===== src/hdl/jsu_pkg.sv =====
// Package for the JSON string unescaper: word and bundle types, state codes,
// status codes and the UTF-8 and hex helper functions.
// Depends on nothing; every other file of the block imports it.
package jsu_pkg;

  // Decoder modes.
  localparam logic [2:0] MODE_WAITQ   = 3'd0;
  localparam logic [2:0] MODE_STR     = 3'd1;
  localparam logic [2:0] MODE_ESC     = 3'd2;
  localparam logic [2:0] MODE_HEX1    = 3'd3;
  localparam logic [2:0] MODE_HIGH    = 3'd4;
  localparam logic [2:0] MODE_HIGHESC = 3'd5;
  localparam logic [2:0] MODE_HEX2    = 3'd6;
  localparam logic [2:0] MODE_FIN     = 3'd7;

  // Status codes carried in a result word.
  localparam logic [2:0] STATUS_OK         = 3'd0;
  localparam logic [2:0] STATUS_BADESC     = 3'd1;
  localparam logic [2:0] STATUS_BADHEX     = 3'd2;
  localparam logic [2:0] STATUS_INCOMPLETE = 3'd3;
  localparam logic [2:0] STATUS_UNTERM     = 3'd4;
  localparam logic [2:0] STATUS_NOQUOTE    = 3'd5;

  // Most result words that one input word can cause.
  localparam int unsigned MaxWords = 4;

  // One result word.
  typedef struct packed {
    logic [7:0] out_byte;
    logic       byte_valid;
    logic       string_done;
    logic [2:0] status;
  } word_t;

  // The result words of one input word, in order, with their count.
  typedef struct packed {
    word_t [MaxWords-1:0] words;
    logic [2:0]           cnt;
  } bundle_t;

  // Decoder state.
  typedef struct packed {
    logic [2:0]  mode;
    logic [15:0] hex_acc;
    logic [1:0]  hex_cnt;
    logic [15:0] high_unit;
  } state_t;

  // A word that carries one decoded byte.
  function automatic word_t mk_byte(input logic [7:0] b);
    word_t w;
    w.out_byte    = b;
    w.byte_valid  = 1'b1;
    w.string_done = 1'b0;
    w.status      = STATUS_OK;
    return w;
  endfunction

  // A word that carries only a status or the done marker.
  function automatic word_t mk_mark(input logic done, input logic [2:0] st);
    word_t w;
    w.out_byte    = 8'h00;
    w.byte_valid  = 1'b0;
    w.string_done = done;
    w.status      = st;
    return w;
  endfunction

  // A bundle holding a single word.
  function automatic bundle_t mk_single(input word_t w);
    bundle_t b;
    b          = '0;
    b.words[0] = w;
    b.cnt      = 3'd1;
    return b;
  endfunction

  // UTF-8 encoding of a code point of up to 21 bits.
  function automatic bundle_t fn_utf8(input logic [20:0] cp);
    bundle_t b;
    b = '0;
    if (cp <= 21'h00007F) begin
      b.words[0] = mk_byte(cp[7:0]);
      b.cnt      = 3'd1;
    end else if (cp <= 21'h0007FF) begin
      b.words[0] = mk_byte(8'hC0 | {3'b000, cp[10:6]});
      b.words[1] = mk_byte(8'h80 | {2'b00, cp[5:0]});
      b.cnt      = 3'd2;
    end else if (cp <= 21'h00FFFF) begin
      b.words[0] = mk_byte(8'hE0 | {4'b0000, cp[15:12]});
      b.words[1] = mk_byte(8'h80 | {2'b00, cp[11:6]});
      b.words[2] = mk_byte(8'h80 | {2'b00, cp[5:0]});
      b.cnt      = 3'd3;
    end else begin
      b.words[0] = mk_byte(8'hF0 | {5'b00000, cp[20:18]});
      b.words[1] = mk_byte(8'h80 | {2'b00, cp[17:12]});
      b.words[2] = mk_byte(8'h80 | {2'b00, cp[11:6]});
      b.words[3] = mk_byte(8'h80 | {2'b00, cp[5:0]});
      b.cnt      = 3'd4;
    end
    return b;
  endfunction

  // Hex digit value; bit 4 is set for a byte that is no hex digit.
  function automatic logic [4:0] fn_hex(input logic [7:0] c);
    logic [4:0] v;
    if (c >= 8'h30 && c <= 8'h39) begin
      v = {1'b0, c[3:0]};
    end else if ((c >= 8'h61 && c <= 8'h66) || (c >= 8'h41 && c <= 8'h46)) begin
      v = {1'b0, c[3:0] + 4'd9};
    end else begin
      v = 5'h10;
    end
    return v;
  endfunction

endpackage


===== src/hdl/jsu_decoder.sv =====
// Next-state and result logic of the unescaper: one input word and the
// current state give the next state and a bundle of up to four result words.
// Depends on jsu_pkg.
module jsu_decoder import jsu_pkg::*; (
  input  state_t     state_i,
  input  logic       action_i,
  input  logic [7:0] data_byte_i,
  output state_t     state_o,
  output bundle_t    bundle_o
);

  // A partial result: its words and the mode that follows.
  typedef struct packed {
    bundle_t    b;
    logic [2:0] mode;
  } step_t;

  // A byte inside the string proper.
  function automatic step_t fn_string(input logic [7:0] c);
    step_t s;
    s.b = '0;
    if (c == 8'h22) begin
      s.mode = MODE_FIN;
      s.b    = mk_single(mk_mark(1'b1, STATUS_OK));
    end else if (c == 8'h5C) begin
      s.mode = MODE_ESC;
    end else begin
      s.mode = MODE_STR;
      s.b    = mk_single(mk_byte(c));
    end
    return s;
  endfunction

  // The letter after a backslash; the u letter is handled by the caller.
  function automatic step_t fn_escape(input logic [7:0] c);
    step_t s;
    s.mode = MODE_STR;
    case (c)
      8'h22, 8'h5C, 8'h2F: s.b = mk_single(mk_byte(c));
      8'h62:               s.b = mk_single(mk_byte(8'h08));
      8'h66:               s.b = mk_single(mk_byte(8'h0C));
      8'h6E:               s.b = mk_single(mk_byte(8'h0A));
      8'h72:               s.b = mk_single(mk_byte(8'h0D));
      8'h74:               s.b = mk_single(mk_byte(8'h09));
      default: begin
        s.mode = MODE_FIN;
        s.b    = mk_single(mk_mark(1'b0, STATUS_BADESC));
      end
    endcase
    return s;
  endfunction

  logic        is_end;
  logic [7:0]  c;
  logic        is_ws;
  logic [4:0]  hex_v;
  logic [15:0] acc_n;
  logic [20:0] joined_cp;
  bundle_t     pre_b;
  logic        pre_en;
  step_t       main_s;

  assign is_end = action_i;
  assign c      = data_byte_i;
  assign is_ws  = (c == 8'h20) || (c >= 8'h09 && c <= 8'h0D);
  assign hex_v  = fn_hex(c);
  assign acc_n  = {state_i.hex_acc[11:0], hex_v[3:0]};

  // Surrogate pair join; the high unit lies in D800..DBFF, so its low ten
  // bits are its offset, and the sum always fits in 21 bits.
  assign joined_cp = 21'h010000 + {1'b0, state_i.high_unit[9:0], 10'b0}
                   + {5'b0, acc_n} - 21'h00DC00;

  // The three bytes of a pending high surrogate.
  assign pre_b = fn_utf8({5'b0, state_i.high_unit});

  // Mode decode.
  always_comb begin
    state_o     = state_i;
    pre_en      = 1'b0;
    main_s      = '0;
    main_s.mode = state_i.mode;
    unique case (state_i.mode)
      MODE_WAITQ: begin
        if (is_end || !(is_ws || c == 8'h22)) begin
          main_s.mode = MODE_FIN;
          main_s.b    = mk_single(mk_mark(1'b0, STATUS_NOQUOTE));
        end else if (c == 8'h22) begin
          main_s.mode = MODE_STR;
        end
      end
      MODE_STR: begin
        if (is_end) begin
          main_s.mode = MODE_FIN;
          main_s.b    = mk_single(mk_mark(1'b0, STATUS_UNTERM));
        end else begin
          main_s = fn_string(c);
        end
      end
      MODE_ESC: begin
        if (is_end) begin
          main_s.mode = MODE_FIN;
          main_s.b    = mk_single(mk_mark(1'b0, STATUS_UNTERM));
        end else if (c == 8'h75) begin
          main_s.mode     = MODE_HEX1;
          state_o.hex_acc = 16'h0000;
          state_o.hex_cnt = 2'd0;
        end else begin
          main_s = fn_escape(c);
        end
      end
      MODE_HEX1, MODE_HEX2: begin
        if (is_end) begin
          main_s.mode = MODE_FIN;
          main_s.b    = mk_single(mk_mark(1'b0, STATUS_INCOMPLETE));
        end else if (hex_v[4]) begin
          main_s.mode = MODE_FIN;
          main_s.b    = mk_single(mk_mark(1'b0, STATUS_BADHEX));
        end else begin
          state_o.hex_acc = acc_n;
          if (state_i.hex_cnt != 2'd3) begin
            state_o.hex_cnt = state_i.hex_cnt + 2'd1;
          end else begin
            state_o.hex_cnt = 2'd0;
            if (state_i.mode == MODE_HEX1) begin
              if (acc_n >= 16'hD800 && acc_n <= 16'hDBFF) begin
                state_o.high_unit = acc_n;
                main_s.mode       = MODE_HIGH;
              end else begin
                main_s.mode = MODE_STR;
                main_s.b    = fn_utf8({5'b0, acc_n});
              end
            end else begin
              main_s.mode = MODE_STR;
              main_s.b    = fn_utf8(joined_cp);
            end
          end
        end
      end
      MODE_HIGH: begin
        if (!is_end && c == 8'h5C) begin
          main_s.mode = MODE_HIGHESC;
        end else begin
          pre_en = 1'b1;
          if (is_end) begin
            main_s.mode = MODE_FIN;
            main_s.b    = mk_single(mk_mark(1'b0, STATUS_UNTERM));
          end else begin
            main_s = fn_string(c);
          end
        end
      end
      MODE_HIGHESC: begin
        if (!is_end && c == 8'h75) begin
          main_s.mode     = MODE_HEX2;
          state_o.hex_acc = 16'h0000;
          state_o.hex_cnt = 2'd0;
        end else begin
          pre_en = 1'b1;
          if (is_end) begin
            main_s.mode = MODE_FIN;
            main_s.b    = mk_single(mk_mark(1'b0, STATUS_UNTERM));
          end else begin
            main_s = fn_escape(c);
          end
        end
      end
      default: begin
        main_s.mode = MODE_FIN;
      end
    endcase
    state_o.mode = main_s.mode;
  end

  // Put the lone surrogate bytes ahead of the main result when needed.
  always_comb begin
    if (pre_en) begin
      bundle_o.words[0] = pre_b.words[0];
      bundle_o.words[1] = pre_b.words[1];
      bundle_o.words[2] = pre_b.words[2];
      bundle_o.words[3] = main_s.b.words[0];
      bundle_o.cnt      = 3'd3 + main_s.b.cnt;
    end else begin
      bundle_o = main_s.b;
    end
  end

endmodule


===== src/hdl/jsu_out_buffer.sv =====
// Result register of the unescaper: holds the bundle of one input word and
// hands its words out one per cycle on the output channel while it does not stall.
// Depends on jsu_pkg.
module jsu_out_buffer import jsu_pkg::*; (
  input  logic    clk_i,
  input  logic    rst_ni,
  input  logic    load_i,
  input  bundle_t bundle_i,
  output logic    ready_o,
  output logic    out_valid_o,
  input  logic    out_stall_i,
  output word_t   word_o,
  output logic    last_o
);

  word_t [MaxWords-1:0] words_q;
  logic [2:0]           cnt_q, cnt_d;
  logic [1:0]           idx_q, idx_d;
  logic                 take;

  assign out_valid_o = (cnt_q != 3'd0);
  assign word_o      = words_q[idx_q];
  assign last_o      = ({1'b0, idx_q} == (cnt_q - 3'd1));
  assign take        = out_valid_o && !out_stall_i;
  assign ready_o     = !out_valid_o || (take && last_o);

  // Word pointer and fill count.
  always_comb begin
    cnt_d = cnt_q;
    idx_d = idx_q;
    if (load_i) begin
      cnt_d = bundle_i.cnt;
      idx_d = 2'd0;
    end else if (take) begin
      if (last_o) begin
        cnt_d = 3'd0;
        idx_d = 2'd0;
      end else begin
        idx_d = idx_q + 2'd1;
      end
    end
  end

  always_ff @(posedge clk_i or negedge rst_ni) begin
    if (!rst_ni) begin
      cnt_q <= 3'd0;
      idx_q <= 2'd0;
    end else begin
      cnt_q <= cnt_d;
      idx_q <= idx_d;
    end
  end

  // Payload words need no reset.
  always_ff @(posedge clk_i) begin
    if (load_i) begin
      words_q <= bundle_i.words;
    end
  end

  // The pointer stays inside the loaded bundle.
  a_idx_in_range: assert property (@(posedge clk_i) disable iff (!rst_ni)
    out_valid_o |-> ({1'b0, idx_q} < cnt_q))
    else $error("word pointer beyond bundle");

  // A bundle is never loaded over words still waiting.
  a_no_overwrite: assert property (@(posedge clk_i) disable iff (!rst_ni)
    load_i |-> ready_o)
    else $error("bundle loaded while words pending");

  // A fresh bundle starts at its first word.
  a_load_start: assert property (@(posedge clk_i) disable iff (!rst_ni)
    load_i |=> (out_valid_o && idx_q == 2'd0))
    else $error("loaded bundle does not start at first word");

  // A taken word that is not the last is followed by the next one.
  a_burst_step: assert property (@(posedge clk_i) disable iff (!rst_ni)
    (take && !last_o) |=> (out_valid_o && idx_q == $past(idx_q) + 2'd1))
    else $error("burst did not advance");

endmodule


===== src/hdl/json_string_unescaper_unit.sv =====
// Top level of the JSON string unescaper: state register, decoder and result
// buffer. Depends on jsu_pkg, jsu_decoder and jsu_out_buffer.
//
//   channel | handshake              | payload
//   --------+------------------------+---------------------------------------------
//   input   | in_valid_i, in_stall_o | action_i, data_byte_i
//   output  | out_valid_o, out_stall_i | out_byte_o, byte_valid_o, string_done_o,
//           |                        | status_o, last_o
//
// An input word is decoded in the cycle it is accepted and its results show
// on the output from the next cycle. A word with at most one result leaves
// the input free every cycle; a word with more results holds the input until
// its last goes out; unstalled, the result buffer hands out one word a cycle.
// Reset puts the decoder back to waiting for the opening quote; no clearing
// pass. Output stalls hold the current word and back up into the input.
module json_string_unescaper_unit import jsu_pkg::*; (
  input  logic       clk_i,
  input  logic       rst_ni,
  input  logic       in_valid_i,
  output logic       in_stall_o,
  input  logic       action_i,
  input  logic [7:0] data_byte_i,
  output logic       out_valid_o,
  input  logic       out_stall_i,
  output logic [7:0] out_byte_o,
  output logic       byte_valid_o,
  output logic       string_done_o,
  output logic [2:0] status_o,
  output logic       last_o
);

  state_t  state_q, state_d;
  bundle_t bundle;
  word_t   word;
  logic    ready;
  logic    accept;

  assign in_stall_o = !ready;
  assign accept     = in_valid_i && ready;

  // Decode of the current input word.
  jsu_decoder u_decoder (
    .state_i     (state_q),
    .action_i    (action_i),
    .data_byte_i (data_byte_i),
    .state_o     (state_d),
    .bundle_o    (bundle)
  );

  // Decoder state advances on every accepted word.
  always_ff @(posedge clk_i or negedge rst_ni) begin
    if (!rst_ni) begin
      state_q.mode      <= MODE_WAITQ;
      state_q.hex_acc   <= 16'h0000;
      state_q.hex_cnt   <= 2'd0;
      state_q.high_unit <= 16'h0000;
    end else if (accept) begin
      state_q <= state_d;
    end
  end

  // Result buffer between decoder and output channel.
  jsu_out_buffer u_out_buffer (
    .clk_i       (clk_i),
    .rst_ni      (rst_ni),
    .load_i      (accept && (bundle.cnt != 3'd0)),
    .bundle_i    (bundle),
    .ready_o     (ready),
    .out_valid_o (out_valid_o),
    .out_stall_i (out_stall_i),
    .word_o      (word),
    .last_o      (last_o)
  );

  assign out_byte_o    = word.out_byte;
  assign byte_valid_o  = word.byte_valid;
  assign string_done_o = word.string_done;
  assign status_o      = word.status;

endmodule


===== config.mk =====
export PLATFORM = sky130hd
export DESIGN_NAME = json_string_unescaper_unit
export DESIGN_NICKNAME = d
export VERILOG_FILES = /design/src/hdl/jsu_pkg.sv /design/src/hdl/jsu_decoder.sv /design/src/hdl/jsu_out_buffer.sv /design/src/hdl/json_string_unescaper_unit.sv
export SDC_FILE = /design/constraint.sdc
export NUM_CORES = 1
export LEC_CHECK = 0
export ABC_CLOCK_PERIOD_IN_PS = 5050
export BUFFER_PORTS_ARGS = -buffer_cell sky130_fd_sc_hd__clkbuf_2
export CORE_MARGIN = 2
export CORE_UTILIZATION = 58
export CTS_BUF_LIST = sky130_fd_sc_hd__clkbuf_4 sky130_fd_sc_hd__clkbuf_8
export CTS_CLUSTER_DIAMETER = 100
export DETAILED_ROUTE_END_ITERATION = 12
export PLACE_DENSITY = 0.79
export SLEW_MARGIN = 0
export SYNTH_ARGS = -nofsm -noshare
export SYNTH_HDL_FRONTEND = slang
export SYNTH_SLANG_ARGS = --single-unit

===== constraint.sdc =====
create_clock -name clk_i -period 5.05 [get_ports clk_i]
set_input_delay 0.2525 -clock clk_i [delete_from_list [all_inputs] [get_ports clk_i]]
set_output_delay 0.2525 -clock clk_i [all_outputs]
set_load 0.05 [all_outputs]

Word-level counts from Yosys, hierarchy flattened. Index checks and enable logic that the tools add are counted.

Output and inout bits: 16. Input port bits: 13. Register bits: 90. Word-level logic and storage cells: 173.

Muxes and demuxes: 63. Reductions and logical operators: 34. Order comparisons: 18. Add/sub/neg operators: 8. Bitwise operators: 3. Eq/ne operators: 25.

Operators with widths (count): two-way mux 58 bit (6); case mux 55 bit (6 select lines) (1); two-way mux 55 bit (4); two-way mux 16 bit (8); case mux 16 bit (6 select lines) (1); two-way mux 39 bit (2); two-way mux 30 bit (2); equality test 8 x 7 -> 1 bit, second input constant (7); two-way mux 27 bit (2); two-way mux 13 bit (4); two-way mux 26 bit (2); two-way mux 14 bit (3); case mux 14 bit (3 select lines) (1); two-way mux 40 bit (1); two-way mux 19 bit (2); <= comparator 16 x 11 -> 1 bit, second input constant (2); <= comparator 16 x 7 -> 1 bit, second input constant (2); two-way mux 3 bit (10); two-way mux 29 bit (1); binary-select mux 13 bit (select 2 bit) (1); equality test 8 x 6 -> 1 bit, second input constant (3); adder 17 x 20 -> 21 bit, first input constant (1); adder 21 x 16 -> 21 bit (1); <= comparator 21 x 11 -> 1 bit, second input constant (1); 43 further kinds (83).

Longest topological paths before layout.
Depth after elaboration: 22. Depth in mapped cells: 17. Gate-level depth less buffers: 16.

By module. A second synthesis with hierarchy kept.

Cells, all modules: 707. Area, all modules: 6962.9 um^2.

Modules (own cells, without submodules): jsu_decoder (cells an instance 523, times used 1, seq. area each 0.0 um^2, area an instance 3278.1 um^2); jsu_out_buffer (cells an instance 102, times used 1, seq. area each 1686.6 um^2, area an instance 2215.9 um^2); json_string_unescaper_unit (cells an instance 82, times used 1, seq. area each 925.9 um^2, area an instance 1468.9 um^2).

Worst setup path before layout. No wires, ideal clock.

Path type: register -> register. Start: register state_q[1] (netlist bit). End: register u_out_buffer.words_q[0] (netlist bit), enable pin. Setup slack: 120 ps. Arrival time: 4530 ps. Buffers on the path: 1. Clock period less this slack: 4930 ps. Setup time: 399 ps. Stages on the path, launching flop included: 15. Data required time: 4651 ps. Cells stage by stage: dfrtp_1 ha_1 ha_1 fa_1 a211oi_2 nor3_1 a2111oi_2 or4b_1 buf_2 nand2_1 nand3_1 ha_1 nor3_1 a41o_1 or2_1.

Longest elaborated chain between the ends: 16. Elaborated cells between the ends (all ways): 18. Classes of those cells: 4 x add/sub; 3 x order compare; 9 x mux; 2 x reduce/logical.

Ends and longest elaborated chain: start, declared (line json_string_unescaper_unit.sv:32) `state_t state_q, state_d;`; start signal, assigned (line json_string_unescaper_unit.sv:58) `state_q <= state_d;`; adder 17 x 20 -> 21 bit (*) (line jsu_decoder.sv:71) `assign joined_cp = 21'h010000 + {1'b0, state_i.high_unit[9:0], 10'b0}`; adder 21 x 16 -> 21 bit (*) (line jsu_decoder.sv:72) `+ {5'b0, acc_n} - 21'h00DC00;`; subtractor 21 x 16 -> 21 bit (*) (line jsu_decoder.sv:72); <= comparator 21 x 16 -> 1 bit (line jsu_pkg.sv:89) `end else if (cp <= 21'h00FFFF) begin`; two-way mux 40 bit (line jsu_pkg.sv:89); two-way mux 29 bit (line jsu_pkg.sv:85) `end else if (cp <= 21'h0007FF) begin`; two-way mux 16 bit (*) (line jsu_pkg.sv:82) `if (cp <= 21'h00007F) begin`; two-way mux 58 bit (*) (line jsu_decoder.sv:125) `if (state_i.mode == MODE_HEX1) begin`; two-way mux 58 bit (*) (line jsu_decoder.sv:121) `if (state_i.hex_cnt != 2'd3) begin`; two-way mux 58 bit (*) (line jsu_decoder.sv:116) `end else if (hex_v[4]) begin`; two-way mux 58 bit (*) (line jsu_decoder.sv:113) `if (is_end) begin`; case mux 55 bit (6 select lines) (*) (line jsu_decoder.sv:83) `unique case (state_i.mode)`; adder 2 x 3 -> 3 bit (line jsu_decoder.sv:182) `bundle_o.cnt = 3'd3 + main_s.b.cnt;`; two-way mux 55 bit (*) (line jsu_decoder.sv:177) `if (pre_en) begin`; nonzero test 3 bit (*) (line json_string_unescaper_unit.sv:66) `.load_i (accept && (bundle.cnt != 3'd0)),`; logical AND 1 bit (*) (line json_string_unescaper_unit.sv:66); end signal, assigned (line jsu_out_buffer.sv:57) `words_q <= bundle_i.words;`; end, declared (line jsu_out_buffer.sv:16) `word_t [MaxWords-1:0] words_q;`.

Mark *: on every way between the ends. The rest lies on a longest branch, timed or not. The select of a mux whose other input is x is not followed. A chain may end at the register's enable or synchronous reset.

Worst setup path in the final report.
Start: register state_q[1] (netlist bit). End: register u_out_buffer.words_q[32] (netlist bit), enable pin.

The elaborated chain is that of the path after synthesis.

==> impl_metrics.ini <==
[setup_path]
endpoint_kind = flip-flop
critPathMostFrequentCell = ha_1
r2r_cells = 14
path_cells = ha_1 > ha_1 > fa_1 > a211oi_2 > nor3_1 > a2111oi_2 > or4b_1 > nand2_1 > nand3_1 > ha_1 > nor3_1 > a41o_1 > or2_1 > buf_12
critPathLaunchType = flip-flop
cp_data_required_time_ps = 5110
critPathMaxFanout = 40
crit_path_start = state_q[1]
r2r_setup_slack_ps = 340
reg2reg_from = state_q[1]
slowest_stage = or4b_1
arrival_ps = 4770
max_stage_delay_ps = 500
path_class = reg -> reg
setup.worst_path.end = u_out_buffer.words_q[32]
worst_r2r_endpoint = u_out_buffer.words_q[32]

[synth]
synth_common_cells = nor2_1, nand2_1, edfxtp_1
yosys-top-cells-area = edfxtp_1, dfrtp_1, nor2_1, ha_1, o21ai_0
ys_ff_latch = 78
yosysMostFrequentCell = nor2_1
synth-main-ff-cell = edfxtp_1
synth-compound-area-share = 0.253
synth-edff-count = 40
syn_avg_cell_area_um2 = 9.21
synth_top_family_by_area = compound AO/OA/AOI/OAI gates
yosysSeqAreaShare = 0.350
syn_inst = 668
synth_fa_ha_area_frac = 0.0460
synth_mux_area_frac = 0.0799
syn_nets = 703
synth.yosys.warnings = 0
synth_area_um2 = 6150
yosys.area_share.simple = 0.207
synthArstFlopShare = 0.487
synth_top_area_frac = 0.195
ys_types = 89
yosysTopAreaCell = edfxtp_1
synth-xor-area-share = 0.0114

[placed_design]
place_congestion = 0.980
dp_slack_ps = 458
io_buffers = 28
hpwl_um = 14100

[sta]
rsz0062_at_grt = false
fin_skew_ps = 19.9
max_freq_mhz = 212
setup_viol = 0
final_max_slew_viol_count = 0
tightest_slew_ps = 1070
setup_tns_ps = 0
final_hold_viol_count = 0
timing.slew.headroom = 0.284
setup_ws_ps = 343
fin_crit_ps = 4710
finalCritPeriodShare = 0.932

[power_and_ir_drop]
pwr-share-comb = 0.512
p_switching_uw = 1580
p_seq_frac = 0.313
power-per-cell-area_nw_per_um2 = 515
p_leak_uw = 0.00270
ir_worst_vdd_v = 0.000452
p_int_uw = 1820
clkPwrFrac = 0.175
switching_share = 0.465

[flow_run]
maxCapViolations = 0

[grt]
grt_max_degree = 41
grt_overflow = 0
grt_pass1_wl_um = 29500
grt_usage = 0.339
first_global_vias = 5193
antenna_found_initial = 0

[clock_tree]
htreeDepth = 3
clock-sinks = 78
cts.path.max_buffers = 2
clockRootBuffer = clkbuf_8
cts_inserted_buffers = 9
clk_pin_slew_ps = 90
cts_tree = yes
cts.hold.buffers_added = 0
clock_latency_ps = 380
cts_setup_buffers = 0
cts_resized = 0

[route]
routedWlPerCell_um = 23.0
dr.first_iter.drc_count = 835
final_antenna_net_count = 0
first_pass_iters = 6
vias = 5651
routed_wl_um = 18700
drc_errors = 0
viasPerCell = 6.93

[layout]
regArea_um2 = 2150
final_nets = 709
drive_gt1_frac = 0.158
final_core_util = 0.641
antenna_cells = 0
syn_to_final_growth_pct = 7.59
multi_input_area_um2 = 3680
nFillCells = 884

[floorplan]
dieArea_um2 = 11400
die_x_um = 107
start_util = 0.596
fp.coreArea_um2 = 10300
io_pins = 29
chipHeight_um = 107
num_rows = 37

[hold_path]
hp-class = in -> async

[status]
status = complete, no violations
-- power by group through the flow --
stage / clock [uW] / sequential, uW / combinational (uW)
2_1_floorplan: 0 / 944 / 1400
3_3_place_gp: 0 / 1070 / 1700
3_5_place_dp: 0 / 1080 / 1710
4_1_cts: 593 / 1060 / 1720
5_1_grt: 621 / 1090 / 1870
6_report: 596 / 1070 / 1750
-- sequential cells by signal, summed over array words and instances, names as in the netlist --
register              flops
u_out_buffer.idx_q        2
u_out_buffer.cnt_q        3
u_out_buffer.words_q     40
state_q                  33
-- cells by family (layout without fill, tap and decap cells) --
| group | Yosys count | count (layout) |
|---|---|---|
| buffers and inverters | 74 | 85 |
| adder cells (fa/ha/maj) | 22 | 22 |
| AND/OR/NAND/NOR | 243 | 243 |
| flip-flops | 78 | 78 |
| other | 1 | 1 |
| XOR/XNOR | 8 | 8 |
| AO/OA/AOI/OAI | 206 | 206 |
| multiplexers | 36 | 36 |
-- layout make-up --
cell class	count	share of cell area
Clock buffer	11	0.0219
Timing Repair Buffer	42	0.0389
Clock inverter	5	0.0163
Multi-Input combinational cell	516	0.557
Tap cell	136	0.0257
Sequential cell	78	0.325
Inverter	27	0.0153
-- worst max-delay path, delay by kind of cell (launching register included) --
kind	cells	cell delay [ps]
compound gates	3	970
fa+ha+maj	4	1320
buf+inv	1	230
flops	1	470
simple gates	6	1390
-- metrics by stage --
step	cell area, um2	cells	power, uW	hold slack (ps)
2_1_floorplan	6150	668	2350	-43.1
3_3_place_gp	6360	799	2770	475
3_5_place_dp	6360	799	2790	489
4_1_cts	6620	815	3380	89.5
5_1_grt	6620	815	3580	149
6_report	6620	815	3410	54.8
-- cell usage in the layout (no fill, tap or decap), types with 4 or more instances in the layout --
cell       netlist  routed
clkbuf_8         0      10
nor3_1          23      23
nand3_1         11      11
o21ai_0         37      37
nand3b_1         4       4
mux2i_1         12      12
ha_1            21      21
or2_2            6       6
a32oi_1          5       5
mux4_2           8       8
a22oi_1          4       4
a21oi_1         27      27
nand2_1         49      49
a211oi_1        11      11
mux2_2          13      13
inv_1           27      27
o211ai_1        11      11
edfxtp_1        40      40
nor4_1          10      10
a22o_1          18      18
dfrtp_1         38      38
and2_1           8       8
a31oi_1          7       7
nand4b_1         5       5
o31ai_1          5       5
o2111ai_1        9       9
nor2b_1         16      16
o22ai_1          9       9
buf_4            0      13
nor2_1          72      72
o21a_1           7       7
nand2b_1         9       9
xnor2_1          6       6
a21o_1           5       5
o221ai_1         4       4
nor4b_1          4       4
clkbuf_2         0      28
-- metal layers --
metal  GRT usage  wire length (um)  vias to the layer above
li1            -                 -                     2572
met1       0.517              8460                     2755
met2       0.490              8140                      296
met3      0.0578              1820                       28
met4       0.106               323                        0
met5           0                 0                        -
-- worst min path at each step --
stage,from,end,slack [ps],cells past startpoint
2_1_floorplan,rst_ni,state_q[0],-40,0
3_3_place_gp,rst_ni,state_q[16],470,1
3_5_place_dp,rst_ni,state_q[34],490,1
4_1_cts,rst_ni,state_q[34],90,1
5_1_grt,rst_ni,state_q[36],150,1
6_report,rst_ni,state_q[34],50,1
No activity file was read; power rests on OpenSTA's default activity.
